`src/hdl/mer_pkg.sv`:
```
// Package for the midpoint ellipse rasterizer: default sizes, request codes,
// sequencer state, shared-unit operation codes and the control/status structs.
`timescale 1ns / 1ps

package mer_pkg;

	localparam int COORD_BITS_DEF  = 11;
	localparam int RADIUS_BITS_DEF = 10;

	localparam logic REQ_START = 1'b0;
	localparam logic REQ_STEP  = 1'b1;

	typedef enum logic [4:0] {
		S_WAIT,
		S_I1, S_I2, S_I3, S_I4,
		S_CHK,
		S_E0, S_E1, S_E2, S_E3, S_E4, S_E5,
		S_A0, S_A1, S_A2, S_A3, S_A4,
		S_B0, S_B1, S_B2, S_B3, S_B4
	} seq_state_t;

	typedef enum logic [3:0] {
		OP_NONE,
		OP_DEC_INIT,
		OP_DEC_ADD_RX2,
		OP_DEC_LOAD_P,
		OP_DEC_ADD_4P,
		OP_DEC_SUB_4P,
		OP_DEC_ADD_4SX,
		OP_DEC_SUB_4SY,
		OP_DEC_ADD_4RY2,
		OP_DEC_ADD_4RX2,
		OP_SX_ADD,
		OP_SY_SUB
	} add_op_t;

	typedef enum logic [2:0] {
		MS_T_T,
		MS_IN_RX,
		MS_RX2_T,
		MS_TX_TX,
		MS_YM_YM,
		MS_RY2_T,
		MS_RX2_RY2
	} mul_sel_t;

	typedef struct packed {
		logic acc_start;
		logic acc_r1;
		logic acc_r2;
		logic flag;
		logic r1_done;
	} seq_stat_t;

	typedef struct packed {
		add_op_t  op;
		mul_sel_t mul_sel;
		logic     ld_rx2;
		logic     ld_ry2;
		logic     ld_sy;
		logic     ld_t;
		logic     x_inc;
		logic     y_dec;
		logic     set_reg2;
		logic     flag_r1;
		logic     flag_r2;
		logic     wait_st;
	} seq_ctrl_t;

endpackage

```
`src/hdl/mer_if.sv`:
```
// Request and response channel interfaces of the ellipse rasterizer.
// Depends on mer_pkg for default sizes.
`timescale 1ns / 1ps

interface mer_in_if #(
	parameter int COORD_BITS  = mer_pkg::COORD_BITS_DEF,
	parameter int RADIUS_BITS = mer_pkg::RADIUS_BITS_DEF
);
	logic                   valid;
	logic                   ready;
	logic                   req_type;
	logic [COORD_BITS-1:0]  center_x;
	logic [COORD_BITS-1:0]  center_y;
	logic [RADIUS_BITS-1:0] radius_x;
	logic [RADIUS_BITS-1:0] radius_y;

	modport source (output valid, req_type, center_x, center_y, radius_x, radius_y,
		input ready);
	modport sink (input valid, req_type, center_x, center_y, radius_x, radius_y,
		output ready);
endinterface

interface mer_out_if #(
	parameter int COORD_BITS = mer_pkg::COORD_BITS_DEF
);
	logic                        valid;
	logic                        ready;
	logic signed [COORD_BITS+1:0] col_plus;
	logic signed [COORD_BITS+1:0] col_minus;
	logic signed [COORD_BITS+1:0] row_plus;
	logic signed [COORD_BITS+1:0] row_minus;
	logic                        in_region_two;
	logic                        last_point;

	modport source (output valid, col_plus, col_minus, row_plus, row_minus,
		in_region_two, last_point, input ready);
	modport sink (input valid, col_plus, col_minus, row_plus, row_minus,
		in_region_two, last_point, output ready);
endinterface

```
`src/hdl/mer_mul.sv`:
```
// Shared unsigned multiplier with a registered product.
// Standalone; operands are selected by the core.
`timescale 1ns / 1ps

module mer_mul #(
	parameter int A_W = 24
) (
	input  logic             clk,
	input  logic [A_W-1:0]   a,
	input  logic [A_W-1:0]   b,
	output logic [2*A_W-1:0] p_q
);

	always_ff @(posedge clk) begin
		p_q <= a * b;
	end

endmodule

```
`src/hdl/mer_seq.sv`:
```
// Sequencer of the ellipse rasterizer: steps the shared adder and multiplier.
// Depends on mer_pkg for state, operation codes and control structs.
`timescale 1ns / 1ps

module mer_seq (
	input  logic                clk,
	input  logic                arst_n,
	input  mer_pkg::seq_stat_t  stat,
	output mer_pkg::seq_ctrl_t  ctrl
);

	mer_pkg::seq_state_t state_q;
	mer_pkg::seq_state_t state_d;

	always_ff @(posedge clk or negedge arst_n) begin
		if (!arst_n) begin
			state_q <= mer_pkg::S_WAIT;
		end else begin
			state_q <= state_d;
		end
	end

	always_comb begin
		state_d = state_q;
		unique case (state_q)
			mer_pkg::S_WAIT: begin
				if (stat.acc_start) begin
					state_d = mer_pkg::S_I1;
				end else if (stat.acc_r1) begin
					state_d = mer_pkg::S_A0;
				end else if (stat.acc_r2) begin
					state_d = mer_pkg::S_B0;
				end
			end
			mer_pkg::S_I1: state_d = mer_pkg::S_I2;
			mer_pkg::S_I2: state_d = mer_pkg::S_I3;
			mer_pkg::S_I3: state_d = mer_pkg::S_I4;
			mer_pkg::S_I4: state_d = mer_pkg::S_CHK;
			mer_pkg::S_CHK: state_d = stat.r1_done ? mer_pkg::S_E0 : mer_pkg::S_WAIT;
			mer_pkg::S_E0: state_d = mer_pkg::S_E1;
			mer_pkg::S_E1: state_d = mer_pkg::S_E2;
			mer_pkg::S_E2: state_d = mer_pkg::S_E3;
			mer_pkg::S_E3: state_d = mer_pkg::S_E4;
			mer_pkg::S_E4: state_d = mer_pkg::S_E5;
			mer_pkg::S_E5: state_d = mer_pkg::S_WAIT;
			mer_pkg::S_A0: state_d = mer_pkg::S_A1;
			mer_pkg::S_A1: state_d = mer_pkg::S_A2;
			mer_pkg::S_A2: state_d = stat.flag ? mer_pkg::S_CHK : mer_pkg::S_A3;
			mer_pkg::S_A3: state_d = mer_pkg::S_A4;
			mer_pkg::S_A4: state_d = mer_pkg::S_CHK;
			mer_pkg::S_B0: state_d = mer_pkg::S_B1;
			mer_pkg::S_B1: state_d = mer_pkg::S_B2;
			mer_pkg::S_B2: state_d = stat.flag ? mer_pkg::S_WAIT : mer_pkg::S_B3;
			mer_pkg::S_B3: state_d = mer_pkg::S_B4;
			mer_pkg::S_B4: state_d = mer_pkg::S_WAIT;
			default: state_d = mer_pkg::S_WAIT;
		endcase
	end

	always_comb begin
		ctrl = '0;
		ctrl.op = mer_pkg::OP_NONE;
		ctrl.mul_sel = mer_pkg::MS_T_T;
		unique case (state_q)
			mer_pkg::S_WAIT: begin
				ctrl.wait_st = 1'b1;
				if (stat.acc_start) begin
					ctrl.mul_sel = mer_pkg::MS_IN_RX;
				end
			end
			mer_pkg::S_I1: begin
				ctrl.ld_rx2 = 1'b1;
				ctrl.mul_sel = mer_pkg::MS_T_T;
			end
			mer_pkg::S_I2: begin
				ctrl.ld_ry2 = 1'b1;
				ctrl.mul_sel = mer_pkg::MS_RX2_T;
			end
			mer_pkg::S_I3: begin
				ctrl.ld_sy = 1'b1;
				ctrl.op = mer_pkg::OP_DEC_INIT;
			end
			mer_pkg::S_I4: ctrl.op = mer_pkg::OP_DEC_ADD_RX2;
			mer_pkg::S_CHK: ;
			mer_pkg::S_E0: ctrl.mul_sel = mer_pkg::MS_TX_TX;
			mer_pkg::S_E1: begin
				ctrl.ld_t = 1'b1;
				ctrl.mul_sel = mer_pkg::MS_YM_YM;
			end
			mer_pkg::S_E2: begin
				ctrl.ld_t = 1'b1;
				ctrl.mul_sel = mer_pkg::MS_RY2_T;
			end
			mer_pkg::S_E3: begin
				ctrl.op = mer_pkg::OP_DEC_LOAD_P;
				ctrl.mul_sel = mer_pkg::MS_RX2_T;
			end
			mer_pkg::S_E4: begin
				ctrl.op = mer_pkg::OP_DEC_ADD_4P;
				ctrl.mul_sel = mer_pkg::MS_RX2_RY2;
			end
			mer_pkg::S_E5: begin
				ctrl.op = mer_pkg::OP_DEC_SUB_4P;
				ctrl.set_reg2 = 1'b1;
			end
			mer_pkg::S_A0: begin
				ctrl.op = mer_pkg::OP_SX_ADD;
				ctrl.x_inc = 1'b1;
				ctrl.flag_r1 = 1'b1;
			end
			mer_pkg::S_A1: begin
				if (stat.flag) begin
					ctrl.op = mer_pkg::OP_DEC_ADD_4SX;
				end else begin
					ctrl.op = mer_pkg::OP_SY_SUB;
					ctrl.y_dec = 1'b1;
				end
			end
			mer_pkg::S_A2: begin
				ctrl.op = stat.flag ? mer_pkg::OP_DEC_ADD_4RY2 : mer_pkg::OP_DEC_ADD_4SX;
			end
			mer_pkg::S_A3: ctrl.op = mer_pkg::OP_DEC_SUB_4SY;
			mer_pkg::S_A4: ctrl.op = mer_pkg::OP_DEC_ADD_4RY2;
			mer_pkg::S_B0: begin
				ctrl.op = mer_pkg::OP_SY_SUB;
				ctrl.y_dec = 1'b1;
				ctrl.flag_r2 = 1'b1;
			end
			mer_pkg::S_B1: begin
				if (stat.flag) begin
					ctrl.op = mer_pkg::OP_DEC_ADD_4RX2;
				end else begin
					ctrl.op = mer_pkg::OP_SX_ADD;
					ctrl.x_inc = 1'b1;
				end
			end
			mer_pkg::S_B2: begin
				ctrl.op = stat.flag ? mer_pkg::OP_DEC_SUB_4SY : mer_pkg::OP_DEC_ADD_4SX;
			end
			mer_pkg::S_B3: ctrl.op = mer_pkg::OP_DEC_SUB_4SY;
			mer_pkg::S_B4: ctrl.op = mer_pkg::OP_DEC_ADD_4RX2;
			default: ;
		endcase
	end

endmodule

```
`src/hdl/midpoint_ellipse_rasterizer_core.sv`:
```
// Midpoint ellipse rasterizer top level: decision registers, shared adder,
// output register. Depends on mer_pkg, mer_if, mer_mul and mer_seq.
`timescale 1ns / 1ps

// A start word loads centre and radii; states I1-I4 and CHK set up the
// decision terms, then E0-E5 if the ellipse opens in region 2 (a zero
// radius). Each step word then gives one point: in region 1 A0-A2 (and
// A3-A4 when y steps) then CHK, plus E0-E5 if the walk enters region 2;
// in region 2 B0-B2 (and B3-B4 when x steps); none for the final point.
// One shared 48-bit add/subtract unit does one update per cycle, and one
// shared registered multiplier the squared terms. Idle steps are dropped.
module midpoint_ellipse_rasterizer_core #(
	parameter int COORD_BITS  = mer_pkg::COORD_BITS_DEF,
	parameter int RADIUS_BITS = mer_pkg::RADIUS_BITS_DEF
) (
	input  logic       clk,
	input  logic       arst_n,
	mer_in_if.sink     req,
	mer_out_if.source  rsp
);

	localparam int MUL_W = 2 * RADIUS_BITS + 4;
	localparam int DEC_W = 2 * MUL_W;
	localparam int SQ_W  = 2 * RADIUS_BITS;
	localparam int OUT_W = COORD_BITS + 2;

	mer_pkg::seq_stat_t stat;
	mer_pkg::seq_ctrl_t ctrl;

	logic [COORD_BITS-1:0]   cx_q, cy_q, x_q, y_q;
	logic [SQ_W-1:0]         rx2_q, ry2_q;
	logic [MUL_W-1:0]        t_q;
	logic signed [DEC_W-1:0] sx_q, sy_q, dec_q;
	logic                    busy_q, reg2_q, flag_q, out_vld_q;
	logic signed [OUT_W-1:0] col_plus_q, col_minus_q, row_plus_q, row_minus_q;
	logic                    irt_q, last_q;

	logic                    acc, step_live, y_zero;
	logic [COORD_BITS-1:0]   ym;
	logic [MUL_W-1:0]        mul_a, mul_b;
	logic [DEC_W-1:0]        prod;
	logic signed [DEC_W-1:0] add_a, add_b, add_y;
	logic                    add_sub;

	assign acc       = req.valid && req.ready;
	assign y_zero    = (y_q == '0);
	assign step_live = acc && (req.req_type == mer_pkg::REQ_STEP) && busy_q;

	assign stat.acc_start = acc && (req.req_type == mer_pkg::REQ_START);
	assign stat.acc_r1    = step_live && !reg2_q;
	assign stat.acc_r2    = step_live && reg2_q && !y_zero;
	assign stat.flag      = flag_q;
	assign stat.r1_done   = !(sx_q < sy_q);

	assign req.ready = ctrl.wait_st && (!out_vld_q || rsp.ready);

	mer_seq u_seq (
		.clk    (clk),
		.arst_n (arst_n),
		.stat   (stat),
		.ctrl   (ctrl)
	);

	assign ym = y_zero ? COORD_BITS'(1) : y_q - COORD_BITS'(1);

	always_comb begin
		mul_a = t_q;
		mul_b = t_q;
		unique case (ctrl.mul_sel)
			mer_pkg::MS_T_T: begin
				mul_a = t_q;
				mul_b = t_q;
			end
			mer_pkg::MS_IN_RX: begin
				mul_a = MUL_W'(req.radius_x);
				mul_b = MUL_W'(req.radius_x);
			end
			mer_pkg::MS_RX2_T: begin
				mul_a = MUL_W'(rx2_q);
				mul_b = t_q;
			end
			mer_pkg::MS_TX_TX: begin
				mul_a = MUL_W'({x_q, 1'b1});
				mul_b = MUL_W'({x_q, 1'b1});
			end
			mer_pkg::MS_YM_YM: begin
				mul_a = MUL_W'(ym);
				mul_b = MUL_W'(ym);
			end
			mer_pkg::MS_RY2_T: begin
				mul_a = MUL_W'(ry2_q);
				mul_b = t_q;
			end
			mer_pkg::MS_RX2_RY2: begin
				mul_a = MUL_W'(rx2_q);
				mul_b = MUL_W'(ry2_q);
			end
			default: ;
		endcase
	end

	mer_mul #(
		.A_W (MUL_W)
	) u_mul (
		.clk (clk),
		.a   (mul_a),
		.b   (mul_b),
		.p_q (prod)
	);

	always_comb begin
		add_a   = dec_q;
		add_b   = '0;
		add_sub = 1'b0;
		unique case (ctrl.op)
			mer_pkg::OP_NONE: ;
			mer_pkg::OP_DEC_INIT: begin
				add_a   = DEC_W'({ry2_q, 2'b00});
				add_b   = {prod[DEC_W-3:0], 2'b00};
				add_sub = 1'b1;
			end
			mer_pkg::OP_DEC_ADD_RX2: add_b = DEC_W'(rx2_q);
			mer_pkg::OP_DEC_LOAD_P:  add_a = prod;
			mer_pkg::OP_DEC_ADD_4P:  add_b = {prod[DEC_W-3:0], 2'b00};
			mer_pkg::OP_DEC_SUB_4P: begin
				add_b   = {prod[DEC_W-3:0], 2'b00};
				add_sub = 1'b1;
			end
			mer_pkg::OP_DEC_ADD_4SX: add_b = {sx_q[DEC_W-3:0], 2'b00};
			mer_pkg::OP_DEC_SUB_4SY: begin
				add_b   = {sy_q[DEC_W-3:0], 2'b00};
				add_sub = 1'b1;
			end
			mer_pkg::OP_DEC_ADD_4RY2: add_b = DEC_W'({ry2_q, 2'b00});
			mer_pkg::OP_DEC_ADD_4RX2: add_b = DEC_W'({rx2_q, 2'b00});
			mer_pkg::OP_SX_ADD: begin
				add_a = sx_q;
				add_b = DEC_W'({ry2_q, 1'b0});
			end
			mer_pkg::OP_SY_SUB: begin
				add_a   = sy_q;
				add_b   = DEC_W'({rx2_q, 1'b0});
				add_sub = 1'b1;
			end
			default: ;
		endcase
	end

	assign add_y = add_sub ? add_a - add_b : add_a + add_b;

	always_ff @(posedge clk) begin
		if (stat.acc_start) begin
			cx_q <= req.center_x;
			cy_q <= req.center_y;
			x_q  <= '0;
			y_q  <= COORD_BITS'(req.radius_y);
			t_q  <= MUL_W'(req.radius_y);
			sx_q <= '0;
		end else begin
			if (ctrl.x_inc) begin
				x_q <= x_q + COORD_BITS'(1);
			end
			if (ctrl.y_dec) begin
				y_q <= y_q - COORD_BITS'(1);
			end
			if (ctrl.ld_t) begin
				t_q <= prod[MUL_W-1:0];
			end
			case (ctrl.op) inside
				mer_pkg::OP_SX_ADD: sx_q <= add_y;
				mer_pkg::OP_SY_SUB: sy_q <= add_y;
				mer_pkg::OP_DEC_INIT, mer_pkg::OP_DEC_ADD_RX2, mer_pkg::OP_DEC_LOAD_P,
				mer_pkg::OP_DEC_ADD_4P, mer_pkg::OP_DEC_SUB_4P, mer_pkg::OP_DEC_ADD_4SX,
				mer_pkg::OP_DEC_SUB_4SY, mer_pkg::OP_DEC_ADD_4RY2,
				mer_pkg::OP_DEC_ADD_4RX2: dec_q <= add_y;
				default: ;
			endcase
			if (ctrl.ld_sy) begin
				sy_q <= {prod[DEC_W-2:0], 1'b0};
			end
		end
		if (ctrl.ld_rx2) begin
			rx2_q <= prod[SQ_W-1:0];
		end
		if (ctrl.ld_ry2) begin
			ry2_q <= prod[SQ_W-1:0];
		end
		if (ctrl.flag_r1) begin
			flag_q <= dec_q[DEC_W-1];
		end else if (ctrl.flag_r2) begin
			flag_q <= !dec_q[DEC_W-1] && (dec_q != '0);
		end
		if (step_live) begin
			col_plus_q  <= OUT_W'(cx_q) + OUT_W'(x_q);
			col_minus_q <= OUT_W'(cx_q) - OUT_W'(x_q);
			row_plus_q  <= OUT_W'(cy_q) + OUT_W'(y_q);
			row_minus_q <= OUT_W'(cy_q) - OUT_W'(y_q);
			irt_q       <= reg2_q;
			last_q      <= reg2_q && y_zero;
		end
	end

	always_ff @(posedge clk or negedge arst_n) begin
		if (!arst_n) begin
			busy_q    <= 1'b0;
			reg2_q    <= 1'b0;
			out_vld_q <= 1'b0;
		end else begin
			if (stat.acc_start) begin
				busy_q <= 1'b1;
				reg2_q <= 1'b0;
			end else begin
				if (step_live && reg2_q && y_zero) begin
					busy_q <= 1'b0;
				end
				if (ctrl.set_reg2) begin
					reg2_q <= 1'b1;
				end
			end
			if (step_live) begin
				out_vld_q <= 1'b1;
			end else if (rsp.ready) begin
				out_vld_q <= 1'b0;
			end
		end
	end

	assign rsp.valid         = out_vld_q;
	assign rsp.col_plus      = col_plus_q;
	assign rsp.col_minus     = col_minus_q;
	assign rsp.row_plus      = row_plus_q;
	assign rsp.row_minus     = row_minus_q;
	assign rsp.in_region_two = irt_q;
	assign rsp.last_point    = last_q;

endmodule

```
`src/flat_wrapper.sv`:
```
// flat-port wrapper written by rule: the top's interface ports become plain ports
module midpoint_ellipse_rasterizer_core_flat 
#(
	parameter int COORD_BITS  = mer_pkg::COORD_BITS_DEF,
	parameter int RADIUS_BITS = mer_pkg::RADIUS_BITS_DEF
)
  (clk, arst_n, req_valid, req_req_type, req_center_x, req_center_y, req_radius_x, req_radius_y, req_ready, rsp_valid, rsp_col_plus, rsp_col_minus, rsp_row_plus, rsp_row_minus, rsp_in_region_two, rsp_last_point, rsp_ready);
  mer_in_if #(.COORD_BITS(COORD_BITS), .RADIUS_BITS(RADIUS_BITS)) req_i ();
  mer_out_if #(.COORD_BITS(COORD_BITS)) rsp_i ();
  input  logic clk;
  input  logic arst_n;
  input wire logic [$bits(req_i.valid)-1:0] req_valid;
  input wire logic [$bits(req_i.req_type)-1:0] req_req_type;
  input wire logic [$bits(req_i.center_x)-1:0] req_center_x;
  input wire logic [$bits(req_i.center_y)-1:0] req_center_y;
  input wire logic [$bits(req_i.radius_x)-1:0] req_radius_x;
  input wire logic [$bits(req_i.radius_y)-1:0] req_radius_y;
  output wire logic [$bits(req_i.ready)-1:0] req_ready;
  output wire logic [$bits(rsp_i.valid)-1:0] rsp_valid;
  output wire logic [$bits(rsp_i.col_plus)-1:0] rsp_col_plus;
  output wire logic [$bits(rsp_i.col_minus)-1:0] rsp_col_minus;
  output wire logic [$bits(rsp_i.row_plus)-1:0] rsp_row_plus;
  output wire logic [$bits(rsp_i.row_minus)-1:0] rsp_row_minus;
  output wire logic [$bits(rsp_i.in_region_two)-1:0] rsp_in_region_two;
  output wire logic [$bits(rsp_i.last_point)-1:0] rsp_last_point;
  input wire logic [$bits(rsp_i.ready)-1:0] rsp_ready;
  assign req_i.valid = req_valid;
  assign req_i.req_type = req_req_type;
  assign req_i.center_x = req_center_x;
  assign req_i.center_y = req_center_y;
  assign req_i.radius_x = req_radius_x;
  assign req_i.radius_y = req_radius_y;
  assign req_ready = req_i.ready;
  assign rsp_valid = rsp_i.valid;
  assign rsp_col_plus = rsp_i.col_plus;
  assign rsp_col_minus = rsp_i.col_minus;
  assign rsp_row_plus = rsp_i.row_plus;
  assign rsp_row_minus = rsp_i.row_minus;
  assign rsp_in_region_two = rsp_i.in_region_two;
  assign rsp_last_point = rsp_i.last_point;
  assign rsp_i.ready = rsp_ready;
  midpoint_ellipse_rasterizer_core #(.COORD_BITS(COORD_BITS), .RADIUS_BITS(RADIUS_BITS)) u_core (.clk(clk), .arst_n(arst_n), .req(req_i), .rsp(rsp_i));
endmodule
```
`config.mk`:
```
export PLATFORM = sky130hd
export DESIGN_NAME = midpoint_ellipse_rasterizer_core_flat
export DESIGN_NICKNAME = d
export VERILOG_FILES = /design/src/hdl/mer_pkg.sv /design/src/hdl/mer_if.sv /design/src/hdl/mer_mul.sv /design/src/hdl/mer_seq.sv /design/src/hdl/midpoint_ellipse_rasterizer_core.sv /design/src/flat_wrapper.sv
export SDC_FILE = /design/constraint.sdc
export NUM_CORES = 2
export LEC_CHECK = 0
export BUFFER_PORTS_ARGS = -buffer_cell sky130_fd_sc_hd__buf_2
export CORE_MARGIN = 3
export CORE_UTILIZATION = 46
export CTS_BUF_LIST = sky130_fd_sc_hd__clkbuf_16
export CTS_CLUSTER_SIZE = 16
export DETAILED_ROUTE_END_ITERATION = 8
export MAX_ROUTING_LAYER = met4
export PLACE_DENSITY = 0.68
export SKIP_CTS_REPAIR_TIMING = 1
export SKIP_LAST_GASP = 1
export SYNTH_ARGS = -nofsm -noshare
export SYNTH_HDL_FRONTEND = slang
export SYNTH_HIERARCHICAL = 1
export SYNTH_SLANG_ARGS = --single-unit
export TNS_END_PERCENT = 10
```
`constraint.sdc`:
```
create_clock -name clk -period 13.3 [get_ports clk]
set_clock_uncertainty 0.1 [all_clocks]
set_input_delay 0.665 -clock clk [delete_from_list [all_inputs] [get_ports clk]]
set_output_delay 0.665 -clock clk [all_outputs]
set_load 0.02 [all_outputs]
```
==> results.sh <==
export IMPL_worst_slew_pin_slew_ps=1230
export IMPL_initial_core_util=0.465
export IMPL_outcome="finished with violations"
export IMPL_cp_slowest_cell="a22o_1"
export IMPL_use_met3=0.0527
export IMPL_grt_max_degree=64
export IMPL_htree_num_levels=2
export IMPL_crit_top_cell="fa_1"
export IMPL_grt_met2_usage=0.420
export IMPL_rows=111
export IMPL_synth_area_leader_cell="fa_1"
export IMPL_design_core_area_um2=92100
export IMPL_setup_violations=0
export IMPL_setup_tns_final_ps=0
export IMPL_crit_family="adder cells"
export IMPL_die_area_um2=96800
export IMPL_grt_overflow=0
export IMPL_critPathKind="flip-flop to flip-flop"
export IMPL_clockRootBuffer="clkbuf_16"
export IMPL_cts_reportedPaths_clkPinSlew_ps=60
export IMPL_yosys_warnings=6
export IMPL_wl_per_cell_um=22.0
export IMPL_yosysSeqAreaShare=0.221
export IMPL_multi_input_area_um2=29700
export IMPL_grtUsageMet1=0.380
export IMPL_post_route_period_util=0.831
export IMPL_regArea_um2=9460
export IMPL_clk_path_buf_depth=3
export IMPL_path_buf_inv=5
export IMPL_grt_pass1_wl_mm=207
export IMPL_grt_pass1_vias=35208
export IMPL_n_fill_cell=8644
export IMPL_synth_top_flop_cell="edfxtp_1"
export IMPL_violations="design-rule violations"
export IMPL_dr_pass1_iters=9
export IMPL_cp_data_arrival_time_ps=11390
export IMPL_drcViolationCount=6
export IMPL_drt_iter0_markers=4003
export IMPL_nets=5541
export IMPL_ff2ff_setup_slack_ps=2250
export IMPL_ant_nets=0
export IMPL_slew_headroom=0.178
export IMPL_grt_use_total=0.279
export IMPL_io_pins=103
export IMPL_synthArstFlopShare=0.0224
export IMPL_finalMaxSlewViolations=0
export IMPL_synth_cells=4732
export IMPL_hold_class="input port to flip-flop"
export IMPL_synth_top_area_frac=0.228
export IMPL_cp_end_kind="flip-flop"
export IMPL_clock_latency_ps=570
export IMPL_critical_path_max_stage_delay_ps=1020
export IMPL_cts_tree="built"
export IMPL_post_drt_via_cell_ratio=5.85
export IMPL_cts_sinks=357
export IMPL_place_congestion=0.983
export IMPL_hold_viol=0
export IMPL_worst_path_max_fanout=34
export IMPL_syn2layout_area_growth_pct=6.84
export IMPL_cts_buffers=39
export IMPL_post_route_min_period_ps=11050
export IMPL_synth_area_leaders="fa_1 23%, edfxtp_1 16%, ha_1 9.3%"
export IMPL_worstSetupStartpointType="flip-flop"
export IMPL_place_port_buffers=100
export IMPL_ys_types=109
export IMPL_syn_avg_cell_area_um2=9.06
export IMPL_drive_above_1_share=0.0757
export IMPL_vias=34898
export IMPL_syn_area_um2=42800
export IMPL_antenna_found_initial=5
export IMPL_fmax_ghz=0.0905
export IMPL_dp_hpwl_mm=99.0
export IMPL_dieHeight_um=311
export IMPL_rsz0062_at_grt="no"
export IMPL_fp_dieW_um=311
export IMPL_drt_total_wl_mm=131
export IMPL_grt_busiest_layer="met2"
export IMPL_worst_ep_required_time_ps=13640
export IMPL_synth_edf_count=227
export IMPL_cap_violations=0
export IMPL_ys_seq_elements=357
metal layers:
| layer | wire (um) | up-vias |
|---|---|---|
| met5 | 0 | - |
| met4 | 4600 | 0 |
| met3 | 13500 | 281 |
| met2 | 58600 | 1804 |
| met1 | 54600 | 17170 |
| li1 | - | 15643 |
cell families (layout without fill, tap and decap cells):
| group | count (synthesis) | after routing | share of synthesized area |
|---|---|---|---|
| flops | 357 | 357 | 0.221 |
| buf+inv | 983 | 968 | 0.0900 |
| fa+ha+maj | 807 | 807 | 0.321 |
| xor+xnor | 166 | 166 | 0.0339 |
| mux | 97 | 97 | 0.0238 |
| simple gates | 1463 | 1463 | 0.172 |
| compound gates | 858 | 858 | 0.138 |
| other cells | 1 | 5 | 0.0000875 |
cell usage after synthesis, types with 22 or more instances:
cell type,count
nand2b_1,23
a22oi_1,42
edfxtp_1,227
nor2_1,206
xnor2_1,107
o22ai_1,25
o21ai_0,125
nand2_1,541
nor2b_1,37
ha_1,320
a21o_1,93
mux2i_1,57
mux2_2,39
buf_4,22
a31oi_1,35
nor3_1,62
fa_1,487
a222oi_1,52
nand4_1,35
inv_1,719
clkbuf_1,196
and3_1,30
a21oi_1,243
nand3b_1,34
dfxtp_1,122
xor2_1,59
and2_1,333
nand3_1,60
per-stage QoR:
| step | area [um2] | hold WS (ps) | std cells | util | setup slack (ps) |
|---|---|---|---|---|---|
| final | 45800 | 161 | 5964 | 0.497 | 2250 |
| after global routing | 45800 | 141 | 5964 | 0.497 | 1670 |
| after CTS | 45800 | -194 | 5960 | 0.497 | 2330 |
| after detailed placement | 44500 | 388 | 5888 | 0.483 | 2370 |
| after global placement | 44500 | 376 | 5888 | 0.483 | 2580 |
| after floorplan | 42900 | 269 | 4733 | - | 2310 |
placed cells by master, fill, tap and decap left out, types with 13 or more instances in the layout:
| master | count |
|---|---|
| nand3b_1 | 34 |
| nor4_1 | 16 |
| nand2_1 | 541 |
| ha_1 | 320 |
| nor2_1 | 202 |
| fa_1 | 487 |
| edfxtp_1 | 227 |
| nor3_1 | 59 |
| o21a_1 | 18 |
| o211ai_1 | 19 |
| xnor2_1 | 107 |
| inv_1 | 723 |
| a21oi_1 | 236 |
| a22oi_1 | 42 |
| a22o_1 | 13 |
| o31ai_1 | 19 |
| mux2_2 | 39 |
| nand3_1 | 59 |
| nand4_1 | 35 |
| and3_1 | 30 |
| xor2_1 | 58 |
| clkbuf_16 | 41 |
| a31oi_1 | 35 |
| a222oi_1 | 52 |
| o21bai_1 | 19 |
| a21o_1 | 93 |
| dfxtp_1 | 122 |
| buf_4 | 73 |
| o22ai_1 | 23 |
| buf_2 | 100 |
| mux2i_1 | 57 |
| nand2b_1 | 23 |
| o21ai_1 | 13 |
| and2_1 | 333 |
| o21ai_0 | 124 |
| nor2b_1 | 36 |
flip-flops by register name, indices dropped and copies added (netlist names):
| signal | count |
|---|---|
| u_core/busy_q | 1 |
| u_core/cx_q | 11 |
| u_core/cy_q | 11 |
| u_core/dec_q | 48 |
| u_core/flag_q | 1 |
| u_core/reg2_q | 1 |
| u_core/rsp.col_minus | 12 |
| u_core/rsp.col_plus | 11 |
| u_core/rsp.in_region_two | 1 |
| u_core/rsp.last_point | 1 |
| u_core/rsp.row_minus | 12 |
| u_core/rsp.row_plus | 11 |
| u_core/rsp.valid | 1 |
| u_core/rx2_q | 20 |
| u_core/ry2_q | 20 |
| u_core/sx_q | 48 |
| u_core/sy_q | 48 |
| u_core/t_q | 24 |
| u_core/u_mul/p_q | 48 |
| u_core/u_seq/state_q | 5 |
| u_core/x_q | 11 |
| u_core/y_q | 11 |
area by class of cell:
| class | instances | area share |
|---|---|---|
| clock buffer | 41 | 0.0224 |
| tap | 1243 | 0.0340 |
| inverter | 722 | 0.0593 |
| timing repair buffer | 174 | 0.0231 |
| sequential | 357 | 0.207 |
| multi-input combinational | 3393 | 0.649 |
| antenna | 3 | 0.000164 |
| clock inverter | 31 | 0.00503 |
worst paths after layout:
check,start,end,cells past startpoint
worst max-delay path,u_core/u_seq/state_q[4],u_core/u_mul/p_q[47],36
worst min-delay path,req_center_y[10],u_core/cy_q[10],1
worst max register to register,u_core/u_seq/state_q[4],u_core/u_mul/p_q[47],36
worst min register to register,u_core/sx_q[45],u_core/sx_q[45],2
min in group asynchronous,arst_n,u_core/reg2_q,2
max in group asynchronous,arst_n,u_core/u_seq/state_q[2],2
Power is left out: the tool's default activity adds up to more than one toggle a clock period on the data nets, which glitch-free logic cannot reach.
